## src/hw/rtl/ibmw_pkg.sv

```systemverilog
// Shared constants, codes and queue entry type for the indirect block map walker.
package ibmw_pkg;

    // Geometry of the inode address table and of each indirect table
    localparam int DIRECT_COUNT = 10;
    localparam int INDEX_BITS   = 7;
    localparam int TABLE_SLOTS  = DIRECT_COUNT + 3;
    localparam int SLOT_W       = $clog2(TABLE_SLOTS);

    // Field widths
    localparam int WORD_W  = 32;
    localparam int WIDX_W  = 7;
    localparam int CMP_W   = WORD_W + 1;

    // Range boundaries, one bit wider than a block number
    localparam logic [CMP_W-1:0] BASE1 = CMP_W'(DIRECT_COUNT);
    localparam logic [CMP_W-1:0] BASE2 = BASE1 + (CMP_W'(1) << INDEX_BITS);
    localparam logic [CMP_W-1:0] BASE3 = BASE2 + (CMP_W'(1) << (2 * INDEX_BITS));
    localparam logic [CMP_W-1:0] LIMIT = BASE3 + (CMP_W'(1) << (3 * INDEX_BITS));

    localparam logic [WORD_W-1:0] IDX_MASK = WORD_W'((64'd1 << INDEX_BITS) - 64'd1);

    // Decoupling queue
    localparam int QUEUE_DEPTH = 2;
    localparam int QPTR_W      = $clog2(QUEUE_DEPTH);
    localparam int QCNT_W      = $clog2(QUEUE_DEPTH + 1);

    // Input action codes
    localparam logic [1:0] ACT_LOAD = 2'd0;
    localparam logic [1:0] ACT_MAP  = 2'd1;
    localparam logic [1:0] ACT_READ = 2'd2;

    // Result kinds
    localparam logic [1:0] KIND_READ    = 2'd0;
    localparam logic [1:0] KIND_MAPPED  = 2'd1;
    localparam logic [1:0] KIND_SEQ_ERR = 2'd2;
    localparam logic [1:0] KIND_RANGE   = 2'd3;

    // Classified operations carried through the queue
    localparam logic [2:0] OP_LOAD   = 3'd0;
    localparam logic [2:0] OP_DIRECT = 3'd1;
    localparam logic [2:0] OP_WALK   = 3'd2;
    localparam logic [2:0] OP_RANGE  = 3'd3;
    localparam logic [2:0] OP_READ   = 3'd4;
    localparam logic [2:0] OP_BAD    = 3'd5;

    // Config register indexes
    localparam logic [0:0] REG_CANON_SWAP = 1'b0;

    // One classified request: data holds the slot address, the level offset,
    // the direct block number or the read word, depending on op
    typedef struct packed {
        logic [2:0]        op;
        logic [1:0]        levels;
        logic [3:0]        slot;
        logic [WORD_W-1:0] data;
    } t_item;

endpackage

```

## src/hw/rtl/indirect_block_map_walker_unit.sv

```systemverilog
// Top level of the indirect block map walker: config port, front end, queue, back end.
//
//  channel   direction  handshake                    payload
//  request   in         i_in_valid / o_in_ready      action, slot, address, block, word
//  result    out        o_out_valid / i_out_ready    kind, block, word index, levels
//  config    in         psel/penable/pwrite/pready   paddr, pwdata, prdata
//
// One request is taken per cycle while the queue is not full; the edge that drains
// it from the two-entry queue also loads any result into the output register. The
// walk state and table are updated in order by the back end, one request per cycle
// while the result register is free or being taken. Reset is synchronous and clears
// the table, walk state, queue and result register. A stalled result backs up into
// the queue, and the request side stalls only when it is full.
module indirect_block_map_walker_unit (
    input  logic        i_clk,
    input  logic        i_rst_n,

    input  logic        i_in_valid,
    output logic        o_in_ready,
    input  logic [1:0]  i_action,
    input  logic [3:0]  i_slot_index,
    input  logic [31:0] i_slot_address,
    input  logic [31:0] i_virtual_block,
    input  logic [31:0] i_read_word,

    output logic        o_out_valid,
    input  logic        i_out_ready,
    output logic [1:0]  o_result_kind,
    output logic [31:0] o_block_number,
    output logic [6:0]  o_word_index,
    output logic [1:0]  o_levels_left,

    input  logic        psel,
    input  logic        penable,
    input  logic        pwrite,
    input  logic [2:0]  paddr,
    input  logic [31:0] pwdata,
    output logic [31:0] prdata,
    output logic        pready
);

    logic            r_canon_swap;
    logic            cfg_write;
    ibmw_pkg::t_item front_item;
    ibmw_pkg::t_item head_item;
    logic            head_valid;
    logic            head_pop;

    // Config register
    assign pready    = 1'b1;
    assign cfg_write = psel && penable && pwrite && pready
                     && (paddr[2:2] == ibmw_pkg::REG_CANON_SWAP);
    assign prdata    = (paddr[2:2] == ibmw_pkg::REG_CANON_SWAP) ? {31'd0, r_canon_swap}
                                                                 : 32'd0;

    always_ff @(posedge i_clk) begin
        if (!i_rst_n) begin
            r_canon_swap <= 1'b0;
        end else if (cfg_write) begin
            r_canon_swap <= pwdata[0];
        end
    end

    // Classify requests
    ibmw_front u_front (
        .i_action        (i_action),
        .i_slot_index    (i_slot_index),
        .i_slot_address  (i_slot_address),
        .i_virtual_block (i_virtual_block),
        .i_read_word     (i_read_word),
        .o_item          (front_item)
    );

    // Decouple front and back
    ibmw_queue u_queue (
        .i_clk        (i_clk),
        .i_rst_n      (i_rst_n),
        .i_push       (i_in_valid),
        .i_push_item  (front_item),
        .o_push_ready (o_in_ready),
        .i_pop        (head_pop),
        .o_head_valid (head_valid),
        .o_head_item  (head_item)
    );

    // Walk and answer
    ibmw_back u_back (
        .i_clk          (i_clk),
        .i_rst_n        (i_rst_n),
        .i_canon_swap   (r_canon_swap),
        .i_head_valid   (head_valid),
        .i_head_item    (head_item),
        .o_pop          (head_pop),
        .o_out_valid    (o_out_valid),
        .i_out_ready    (i_out_ready),
        .o_result_kind  (o_result_kind),
        .o_block_number (o_block_number),
        .o_word_index   (o_word_index),
        .o_levels_left  (o_levels_left)
    );

endmodule

```

## src/hw/rtl/ibmw_front.sv

```systemverilog
// Front end: classify each incoming request into a queue entry.
module ibmw_front (
    input  logic [1:0]                 i_action,
    input  logic [3:0]                 i_slot_index,
    input  logic [ibmw_pkg::WORD_W-1:0] i_slot_address,
    input  logic [ibmw_pkg::WORD_W-1:0] i_virtual_block,
    input  logic [ibmw_pkg::WORD_W-1:0] i_read_word,
    output ibmw_pkg::t_item            o_item
);

    logic [ibmw_pkg::CMP_W-1:0] vb_ext;
    logic [ibmw_pkg::CMP_W-1:0] off1;
    logic [ibmw_pkg::CMP_W-1:0] off2;
    logic [ibmw_pkg::CMP_W-1:0] off3;

    // Offsets into each indirect range
    assign vb_ext = {1'b0, i_virtual_block};
    assign off1   = vb_ext - ibmw_pkg::BASE1;
    assign off2   = vb_ext - ibmw_pkg::BASE2;
    assign off3   = vb_ext - ibmw_pkg::BASE3;

    // Decode action and range class
    always_comb begin
        o_item.op     = ibmw_pkg::OP_BAD;
        o_item.levels = 2'd0;
        o_item.slot   = i_slot_index;
        o_item.data   = '0;
        case (i_action)
            ibmw_pkg::ACT_LOAD: begin
                o_item.op   = ibmw_pkg::OP_LOAD;
                o_item.data = i_slot_address;
            end
            ibmw_pkg::ACT_MAP: begin
                if (vb_ext < ibmw_pkg::BASE1) begin
                    o_item.op   = ibmw_pkg::OP_DIRECT;
                    o_item.data = i_virtual_block;
                end else if (vb_ext < ibmw_pkg::BASE2) begin
                    o_item.op     = ibmw_pkg::OP_WALK;
                    o_item.levels = 2'd1;
                    o_item.data   = off1[ibmw_pkg::WORD_W-1:0];
                end else if (vb_ext < ibmw_pkg::BASE3) begin
                    o_item.op     = ibmw_pkg::OP_WALK;
                    o_item.levels = 2'd2;
                    o_item.data   = off2[ibmw_pkg::WORD_W-1:0];
                end else if (vb_ext < ibmw_pkg::LIMIT) begin
                    o_item.op     = ibmw_pkg::OP_WALK;
                    o_item.levels = 2'd3;
                    o_item.data   = off3[ibmw_pkg::WORD_W-1:0];
                end else begin
                    o_item.op = ibmw_pkg::OP_RANGE;
                end
            end
            ibmw_pkg::ACT_READ: begin
                o_item.op   = ibmw_pkg::OP_READ;
                o_item.data = i_read_word;
            end
            default: begin
                o_item.op = ibmw_pkg::OP_BAD;
            end
        endcase
    end

endmodule

```

## src/hw/rtl/ibmw_queue.sv

```systemverilog
// Short FIFO between the classifying front end and the walking back end.
module ibmw_queue (
    input  logic            i_clk,
    input  logic            i_rst_n,
    input  logic            i_push,
    input  ibmw_pkg::t_item i_push_item,
    output logic            o_push_ready,
    input  logic            i_pop,
    output logic            o_head_valid,
    output ibmw_pkg::t_item o_head_item
);

    ibmw_pkg::t_item                 r_mem [ibmw_pkg::QUEUE_DEPTH];
    logic [ibmw_pkg::QPTR_W-1:0]     r_wr;
    logic [ibmw_pkg::QPTR_W-1:0]     r_rd;
    logic [ibmw_pkg::QCNT_W-1:0]     r_cnt;
    logic                            do_push;
    logic                            do_pop;

    assign o_push_ready = (r_cnt != ibmw_pkg::QCNT_W'(ibmw_pkg::QUEUE_DEPTH));
    assign o_head_valid = (r_cnt != '0);
    assign o_head_item  = r_mem[r_rd];
    assign do_push      = i_push && o_push_ready;
    assign do_pop       = i_pop && o_head_valid;

    // Store entries
    always_ff @(posedge i_clk) begin
        if (do_push) begin
            r_mem[r_wr] <= i_push_item;
        end
    end

    // Advance pointers and count
    always_ff @(posedge i_clk) begin
        if (!i_rst_n) begin
            r_wr  <= '0;
            r_rd  <= '0;
            r_cnt <= '0;
        end else begin
            if (do_push) begin
                r_wr <= (r_wr == ibmw_pkg::QPTR_W'(ibmw_pkg::QUEUE_DEPTH - 1)) ? '0
                                                                                : r_wr + 1'b1;
            end
            if (do_pop) begin
                r_rd <= (r_rd == ibmw_pkg::QPTR_W'(ibmw_pkg::QUEUE_DEPTH - 1)) ? '0
                                                                                : r_rd + 1'b1;
            end
            if (do_push && !do_pop) begin
                r_cnt <= r_cnt + 1'b1;
            end else if (do_pop && !do_push) begin
                r_cnt <= r_cnt - 1'b1;
            end
        end
    end

endmodule

```

## src/hw/rtl/ibmw_back.sv

```systemverilog
// Back end: inode address table, walk state and registered result.
module ibmw_back (
    input  logic                          i_clk,
    input  logic                          i_rst_n,
    input  logic                          i_canon_swap,
    input  logic                          i_head_valid,
    input  ibmw_pkg::t_item               i_head_item,
    output logic                          o_pop,
    output logic                          o_out_valid,
    input  logic                          i_out_ready,
    output logic [1:0]                    o_result_kind,
    output logic [ibmw_pkg::WORD_W-1:0]   o_block_number,
    output logic [ibmw_pkg::WIDX_W-1:0]   o_word_index,
    output logic [1:0]                    o_levels_left
);

    logic [ibmw_pkg::WORD_W-1:0] r_table [ibmw_pkg::TABLE_SLOTS];
    logic [ibmw_pkg::WORD_W-1:0] r_offset;
    logic [1:0]                  r_plevels;
    logic                        r_busy;

    logic                        r_out_valid;
    logic [1:0]                  r_kind;
    logic [ibmw_pkg::WORD_W-1:0] r_block;
    logic [ibmw_pkg::WIDX_W-1:0] r_widx;
    logic [1:0]                  r_lleft;

    logic [ibmw_pkg::WORD_W-1:0] n_offset;
    logic [1:0]                  n_plevels;
    logic                        n_busy;

    logic                        res_valid;
    logic [1:0]                  res_kind;
    logic [ibmw_pkg::WORD_W-1:0] res_block;
    logic [ibmw_pkg::WIDX_W-1:0] res_widx;
    logic [1:0]                  res_lleft;

    logic [ibmw_pkg::SLOT_W-1:0] tbl_addr;
    logic [ibmw_pkg::WORD_W-1:0] tbl_data;
    logic [ibmw_pkg::WORD_W-1:0] rd_word;
    logic [ibmw_pkg::WORD_W-1:0] iss_off;
    logic [1:0]                  iss_lv;
    logic [ibmw_pkg::WORD_W-1:0] iss_shift;
    logic [ibmw_pkg::WORD_W-1:0] iss_idx;
    logic                        tbl_write;

    assign o_pop = i_head_valid && (!r_out_valid || i_out_ready);

    // Pick the table slot: direct block, or the root for this walk depth
    assign tbl_addr = (i_head_item.op == ibmw_pkg::OP_DIRECT)
                    ? i_head_item.data[ibmw_pkg::SLOT_W-1:0]
                    : ibmw_pkg::SLOT_W'(ibmw_pkg::DIRECT_COUNT - 1)
                      + ibmw_pkg::SLOT_W'(i_head_item.levels);
    assign tbl_data = r_table[tbl_addr];

    // Canonicalize a returned table word
    assign rd_word = i_canon_swap ? {i_head_item.data[15:0], i_head_item.data[31:16]}
                                  : i_head_item.data;

    // Word index for the next read: a new walk or a continuing one
    assign iss_off = (i_head_item.op == ibmw_pkg::OP_WALK) ? i_head_item.data : r_offset;
    assign iss_lv  = (i_head_item.op == ibmw_pkg::OP_WALK) ? i_head_item.levels : r_plevels;

    always_comb begin
        case (iss_lv)
            2'd2:    iss_shift = iss_off >> ibmw_pkg::INDEX_BITS;
            2'd3:    iss_shift = iss_off >> (2 * ibmw_pkg::INDEX_BITS);
            default: iss_shift = iss_off;
        endcase
    end

    assign iss_idx = iss_shift & ibmw_pkg::IDX_MASK;

    assign tbl_write = o_pop && (i_head_item.op == ibmw_pkg::OP_LOAD)
                     && (32'(i_head_item.slot) < 32'(ibmw_pkg::TABLE_SLOTS));

    // Execute the head request against the walk state
    always_comb begin
        n_offset  = r_offset;
        n_plevels = r_plevels;
        n_busy    = r_busy;
        res_valid = 1'b1;
        res_kind  = ibmw_pkg::KIND_SEQ_ERR;
        res_block = '0;
        res_widx  = '0;
        res_lleft = 2'd0;
        case (i_head_item.op)
            ibmw_pkg::OP_LOAD: begin
                res_valid = 1'b0;
            end
            ibmw_pkg::OP_DIRECT: begin
                if (!r_busy) begin
                    res_kind  = ibmw_pkg::KIND_MAPPED;
                    res_block = tbl_data;
                end
            end
            ibmw_pkg::OP_WALK: begin
                if (!r_busy) begin
                    n_offset  = i_head_item.data;
                    n_plevels = iss_lv - 2'd1;
                    n_busy    = 1'b1;
                    res_kind  = ibmw_pkg::KIND_READ;
                    res_block = tbl_data;
                    res_widx  = iss_idx[ibmw_pkg::WIDX_W-1:0];
                    res_lleft = iss_lv - 2'd1;
                end
            end
            ibmw_pkg::OP_RANGE: begin
                if (!r_busy) begin
                    res_kind = ibmw_pkg::KIND_RANGE;
                end
            end
            ibmw_pkg::OP_READ: begin
                if (r_busy) begin
                    if (r_plevels == 2'd0) begin
                        n_busy    = 1'b0;
                        res_kind  = ibmw_pkg::KIND_MAPPED;
                        res_block = rd_word;
                    end else begin
                        n_plevels = iss_lv - 2'd1;
                        res_kind  = ibmw_pkg::KIND_READ;
                        res_block = rd_word;
                        res_widx  = iss_idx[ibmw_pkg::WIDX_W-1:0];
                        res_lleft = iss_lv - 2'd1;
                    end
                end
            end
            default: begin
                res_kind = ibmw_pkg::KIND_SEQ_ERR;
            end
        endcase
    end

    // Update inode address table
    always_ff @(posedge i_clk) begin
        if (!i_rst_n) begin
            for (int i = 0; i < ibmw_pkg::TABLE_SLOTS; i++) begin
                r_table[i] <= '0;
            end
        end else if (tbl_write) begin
            r_table[ibmw_pkg::SLOT_W'(i_head_item.slot)] <= i_head_item.data;
        end
    end

    // Advance walk state
    always_ff @(posedge i_clk) begin
        if (!i_rst_n) begin
            r_offset  <= '0;
            r_plevels <= 2'd0;
            r_busy    <= 1'b0;
        end else if (o_pop) begin
            r_offset  <= n_offset;
            r_plevels <= n_plevels;
            r_busy    <= n_busy;
        end
    end

    // Hold the result until taken
    always_ff @(posedge i_clk) begin
        if (!i_rst_n) begin
            r_out_valid <= 1'b0;
        end else if (o_pop && res_valid) begin
            r_out_valid <= 1'b1;
        end else if (i_out_ready) begin
            r_out_valid <= 1'b0;
        end
    end

    always_ff @(posedge i_clk) begin
        if (o_pop && res_valid) begin
            r_kind  <= res_kind;
            r_block <= res_block;
            r_widx  <= res_widx;
            r_lleft <= res_lleft;
        end
    end

    assign o_out_valid    = r_out_valid;
    assign o_result_kind  = r_kind;
    assign o_block_number = r_block;
    assign o_word_index   = r_widx;
    assign o_levels_left  = r_lleft;

endmodule
```

## config.mk

```make
export PLATFORM = sky130hd
export DESIGN_NAME = indirect_block_map_walker_unit
export DESIGN_NICKNAME = d
export VERILOG_FILES = /design/src/hw/rtl/ibmw_pkg.sv /design/src/hw/rtl/indirect_block_map_walker_unit.sv /design/src/hw/rtl/ibmw_front.sv /design/src/hw/rtl/ibmw_queue.sv /design/src/hw/rtl/ibmw_back.sv
export SDC_FILE = /design/constraint.sdc
export NUM_CORES = 1
export LEC_CHECK = 0
export BUFFER_PORTS_ARGS = -buffer_cell sky130_fd_sc_hd__buf_2
export CAP_MARGIN = 15
export CORE_ASPECT_RATIO = 1.25
export CORE_UTILIZATION = 50
export CTS_CLUSTER_DIAMETER = 60
export DETAILED_ROUTE_END_ITERATION = 6
export PLACE_DENSITY = 0.68
export SYNTH_ARGS = -nofsm -noshare
export SYNTH_HDL_FRONTEND = slang
export SYNTH_SLANG_ARGS = --single-unit
export TNS_END_PERCENT = 1
```

## constraint.sdc

```tcl
create_clock -name i_clk -period 9.94 [get_ports i_clk]
set_input_delay 1.988 -clock i_clk [delete_from_list [all_inputs] [get_ports i_clk]]
set_output_delay 1.988 -clock i_clk [all_outputs]
set_load 0.05 [all_outputs]
```

# Word level (Yosys, flattened, before mapping)
# Memory sizes are Yosys's and may differ from the RTL's. A register that Yosys moved wholly into a read port is not among the register bits.
# Index checks and enable logic that the tools add are counted.
# classes
addsub	9
n_lt_le_gt_ge	5
eq_ne	12
mux	61
bitwise	2
n_reduce_logical	27
# ops
op	count
32-bit two-way mux	8
32-bit one-hot mux with 3 select lines	1
32-bit one-hot mux with 2 select lines	1
32-bit by 15-bit < comparator with 1-bit output (second input constant)	1
32-bit by 22-bit < comparator with 1-bit output (second input constant)	1
32-bit by 4-bit < comparator with 1-bit output (second input constant)	1
32-bit by 8-bit < comparator with 1-bit output (second input constant)	1
32-bit OR reduction	1
32-bit by 15-bit subtractor with 32-bit output (second input constant)	1
32-bit by 4-bit subtractor with 32-bit output (second input constant)	1
32-bit by 8-bit subtractor with 32-bit output (second input constant)	1
2-bit two-way mux	15
7-bit one-hot mux with 2 select lines	2
21-bit two-way mux	1
7-bit two-way mux	3
1-bit two-way mux	20
1-bit logical AND	11
3-bit one-hot mux with 3 select lines	1
4-bit two-way mux	2
2-bit one-hot mux with 2 select lines	2
2-bit one-hot mux with 4 select lines	1
2-bit nonzero test	4
2-bit equality test (second input constant)	3
3-bit by 2-bit equality test with 1-bit output (second input constant)	2
other kinds (22)	31
# word_totals
regBits	73
mem_bits_rw	498
input_bits	144
out_inout_bits	78
elab_cells	130
mem_count	2
# memory_table
memory	depth	word_bits	rd	rd_ports_with_merged_regs	wr	line_no	text
u_back.r_table	13	32	1	0	13	ibmw_back.sv:17	logic [ibmw_pkg::WORD_W-1:0] r_table [ibmw_pkg::TABLE_SLOTS];
u_queue.r_mem	2	41	1	1	1	ibmw_queue.sv:13	ibmw_pkg::t_item r_mem [ibmw_pkg::QUEUE_DEPTH];

# Depth between registers and ports, before layout
# logic_depth
depth_word	10
depth_mapped	13
ltp_nobuf	9

# Modules after synthesis
# Synthesis repeated with hierarchy kept, for this count alone.
# unflattened
cells_unflattened	2738
hier_area_um2	31260.0
# by_module_without_submodules
module	instances	cells_each	area_per_inst_um2	seq_area_each_um2
ibmw_back	1	2331	26296.5	17166.5
ibmw_queue	1	152	3191.8	2562.5
ibmw_front	1	215	1456.4	0.0
indirect_block_map_walker_unit	1	40	315.3	20.0

# Worst setup path after synthesis
# OpenSTA, ideal clock, no wires.
# synth_path
path_kind	in2reg
from	input i_out_ready
to	register u_back.r_block, in the netlist u_back.o_block_number[0] (enable)
setup_time_ns	0.445
t_arrival_ns	4.329
required_time_ns	9.495
setup_slack_ns	5.166
stages	4
n_path_buf	0
cell_sequence	nor2b_1 -> nor2_1 -> inv_1 -> nor2_1
# synth_via
elab_chain_len	3
# synth_rtl
element	line_no	text
from (decl)	indirect_block_map_walker_unit.sv:27	input logic i_out_ready,
1-bit logical OR	ibmw_back.sv:47	assign o_pop = i_head_valid && (!r_out_valid || i_out_ready);
1-bit logical AND	ibmw_back.sv:47	
1-bit logical AND	ibmw_back.sv:170	if (o_pop && res_valid) begin
to (signal assigned)	ibmw_back.sv:172	r_block <= res_block;
to (decl)	ibmw_back.sv:24	logic [ibmw_pkg::WORD_W-1:0] r_block;
# Every way passes these cells.
# A chain may end at the register's enable or synchronous reset.

==> summary.md <==
| Metric | Value |
|---|---|
| Measured slew at the worst slew-check pin | `between 1000 and 1500 ps` |
| VDD IR-drop max | `276 uV` |
| Core Area | `~60000 um2` |
| Initial core utilization | `approximately half` |
| Worst reg2reg path endpoint | `u_back.o_block_number[7]$_DFFE_PP_` |
| Die area | `61700 um2` |
| Area Growth Syn to Fin | `12.9%` |
| Synthesized area | `a little over 30000 um2` |
| IO Port Bufs | `~160` |
| EDFF count, synth | `between 600 and 700` |
| Crit. End Element | `register` |
| Worst slack, placed | `about 5000 ps` |
| CP startpoint kind | `register` |
| Hold Path Depth | `2` |
| Data required time of the worst path | `10220 ps` |
| Multi-input logic area | `a little under 10000 um2` |
| Clk buf depth | `3` |
| Gr usage total | `a little over a quarter` |
| Seq. cell area | `a little under 20000 um2` |
| Clock Pin Slew Worst Setup and Hold Paths | `~60 ps` |
| Drc violations | `0` |
| Post-CTS Setup Bufs | `0` |
| Post-synth top flop | `edfxtp_1` |
| Share of layout cells above drive strength 1 | `17.4%` |
| Maxcap violations | `0` |
| Drt first pass iters | `6` |
| Crit share post-route | `49.9%` |
| Clock Latency Late Sink | `620 ps` |
| WL final | `about 84000 um` |
| Async S/R FF share, synth | `0%` |
| Yosys Warn Count | `0` |
| Slew Limit Fails | `0` |
| Post-cts resize count | `0` |
| Hpwl dp | `roughly 50000 um` |
| Initial antenna violation count | `3` |
| HP Start | `u_back.r_offset[10]$_SDFFE_PN0P_` |
| Nets | `roughly 2700` |
| Post-route clock skew | `about 29 ps` |
| Tmin final | `around 5000 ps` |
| WP data arrival | `between 5000 and 6000 ps` |
| Status | `complete, no violations` |
| RSZ-0062 raised after global routing | `false` |
| Die X | `roughly 220 um` |
| CTS root buf | `clkbuf_16` |
| Slew HR | `approximately 26%` |
| GRT overflow | `0` |
| Max Freq | `about 200 MHz` |
| Fin util | `approximately 57%` |
| Leakage | `between 10 and 15 nW` |
| Fill cell instance count of the final layout | `around 4700` |
| Worst reg2reg path depth | `8` |
| Final setup TNS | `0 ps` |
| CP max FO | `between 100 and 150` |
| Final setup violation count | `0` |
| Total CTS buffers | `67` |
| Row count | `100` |
| Type of the worst setup path | `register to register` |
| Global-route wire length before repair | `approximately 120000 um` |
| Wire per inst | `25.3 um` |
| Die Ht | `between 200 and 300 um` |
| Final hold vios | `0` |
| Routability cong. | `0.891` |
| CTS tree | `built` |
| Routed vias/inst | `roughly 6.1` |
| H-Tree Depth | `3` |
| Top-level I/O count | `222` |
| ANT nets after route | `0` |
| Hold WC Path Type | `register to register` |
| Register area share after synthesis | `about two thirds` |
| Routed vias | `20479` |
| Synth cell types | `83` |
| First DRT Iteration DRCs | `roughly 2200` |
| PD cells | `255 nW/um2` |
| Post-synthesis cell count | `2319` |
| Post-CTS Hold Fix Bufs | `0` |
| Syn avg cell area | `about 13 um2` |
| Reg2Reg Setup Slack | `~5000 ps` |
| Largest net degree at the start of global routing | `123` |
| Final worst slack | `about 5000 ps` |
| Vias in the first global route | `between 20000 and 25000` |
| Synth Register Bits | `668` |
| WHS Endpoint | `u_back.r_offset[10]$_SDFFE_PN0P_` |
| Num Clock Sinks | `668` |
synth_stat cells (32+ instances only):
cell type | n | area [um2]
clkbuf_1 | 99 | 372
buf_4 | 37 | 278
o211a_1 | 55 | 551
nand3_1 | 37 | 185
mux2i_1 | 128 | 1280
nand4_1 | 37 | 231
a211o_1 | 32 | 280
buf_2 | 62 | 310
inv_1 | 48 | 180
nor2_1 | 499 | 1870
a21oi_1 | 36 | 180
nand2_1 | 163 | 612
edfxtp_1 | 637 | 19100
mux4_2 | 64 | 1440
o211ai_1 | 47 | 353
a211oi_1 | 64 | 480
power breakdown:
part	total (mW)	internal (mW)	switching [mW]
logic	2.66	0.817	1.84
clock network	2.42	1.38	1.04
registers	3.66	3.50	0.157
total	8.73	5.69	3.04
sequential cells by signal (all words and copies together), names as in the netlist, named ones only:
| register | flops |
|---|---|
| r_canon_swap | 1 |
| u_back.o_block_number | 32 |
| u_back.o_levels_left | 2 |
| u_back.o_out_valid | 1 |
| u_back.o_result_kind | 2 |
| u_back.o_word_index | 7 |
| u_back.r_busy | 1 |
| u_back.r_offset | 21 |
| u_back.r_plevels | 2 |
| u_back.r_table | 512 |
| u_queue.r_cnt | 2 |
| u_queue.r_mem | 82 |
| u_queue.r_rd | 1 |
| u_queue.r_wr | 1 |
worst max-delay path, stage by stage, from the launching register on:
cell and delay [ps]:
dfxtp_4 970, mux2i_1 580, inv_1 100, ha_1 350
o21ai_4 880, buf_12 670, mux4_2 600, nand2_1 80
nand4_1 230
layout by cell type (no fill, tap or decap), types with 21 or more instances in the layout:
cell type  synthesis  layout
buf_4             37      74
o211ai_1          47      47
clkbuf_16          0      71
nor2_1           499     494
inv_1             48      48
o211a_1           55      55
mux4_2            64      64
a211o_1           32      32
a211oi_1          64      64
nand3_1           37      37
a41oi_1           23      23
nand4_1           37      37
nand2_1          163     156
mux2i_1          128     111
a21oi_1           36      36
conb_1             2     128
dfxtp_1           31      29
buf_2             62     156
nor4_1            28      28
clkbuf_1          99      21
edfxtp_1         637     637
stage by stage:
step                      instances  area, um2  total power, mW  hold slack [ps]
after global routing           3341      34200             9.02              521
final                          3341      34200             8.73              501
after detailed placement       3221      32200             6.35              492
after CTS                      3339      34200             8.75              500
after floorplan                2445      30800             5.57              472
after global placement         3221      32200             6.29              486
routing by layer:
metal / part of all wire (%) / vias to the layer above / wire length (um) / track usage (%)
li1: - / 8930 / - / -
met5: 0.032 / - / 27 / 0
met3: 8.9 / 262 / 7490 / 5.35
met2: 50 / 1169 / 42200 / 47.0
met4: 5.4 / 4 / 4600 / 14.8
met1: 36 / 10114 / 30200 / 32.1
layout make-up:
cell class / instances / area share (%)
diodes: 1 / 0.00731
clock buffers: 94 / 5.50
clock inverters: 24 / 0.530
inverters: 50 / 0.548
multi-input cells: 1507 / 28.9
flip-flops and latches: 668 / 57.7
well taps: 765 / 2.80
repair buffers: 232 / 4.01
worst max path at each step:
stage,from,end,slack (ps),depth (start not counted)
after floorplan,i_out_ready,u_back.o_block_number[0]$_DFFE_PP_,5170,4
after global placement,i_out_ready,u_back.r_table[6][25]$_SDFFCE_PN0P_,4940,9
after detailed placement,i_out_ready,u_back.r_table[6][21]$_SDFFCE_PN0P_,4870,9
after CTS,register,u_back.o_block_number[7]$_DFFE_PP_,4950,8
after global routing,register,u_back.o_block_number[28]$_DFFE_PP_,4850,8
final,register,u_back.o_block_number[7]$_DFFE_PP_,4980,8
cell families after synthesis:
kind of cell	synth area share, %
AO/OA/AOI/OAI	9.10
XOR/XNOR	0.549
adder cells (fa/ha/maj)	0.206
buffers and inverters	4.43
flip-flops	65.1
multiplexers	9.21
other	0.0248
AND/OR/NAND/NOR	11.4
Note: power is estimated with default switching activity, not from simulation.
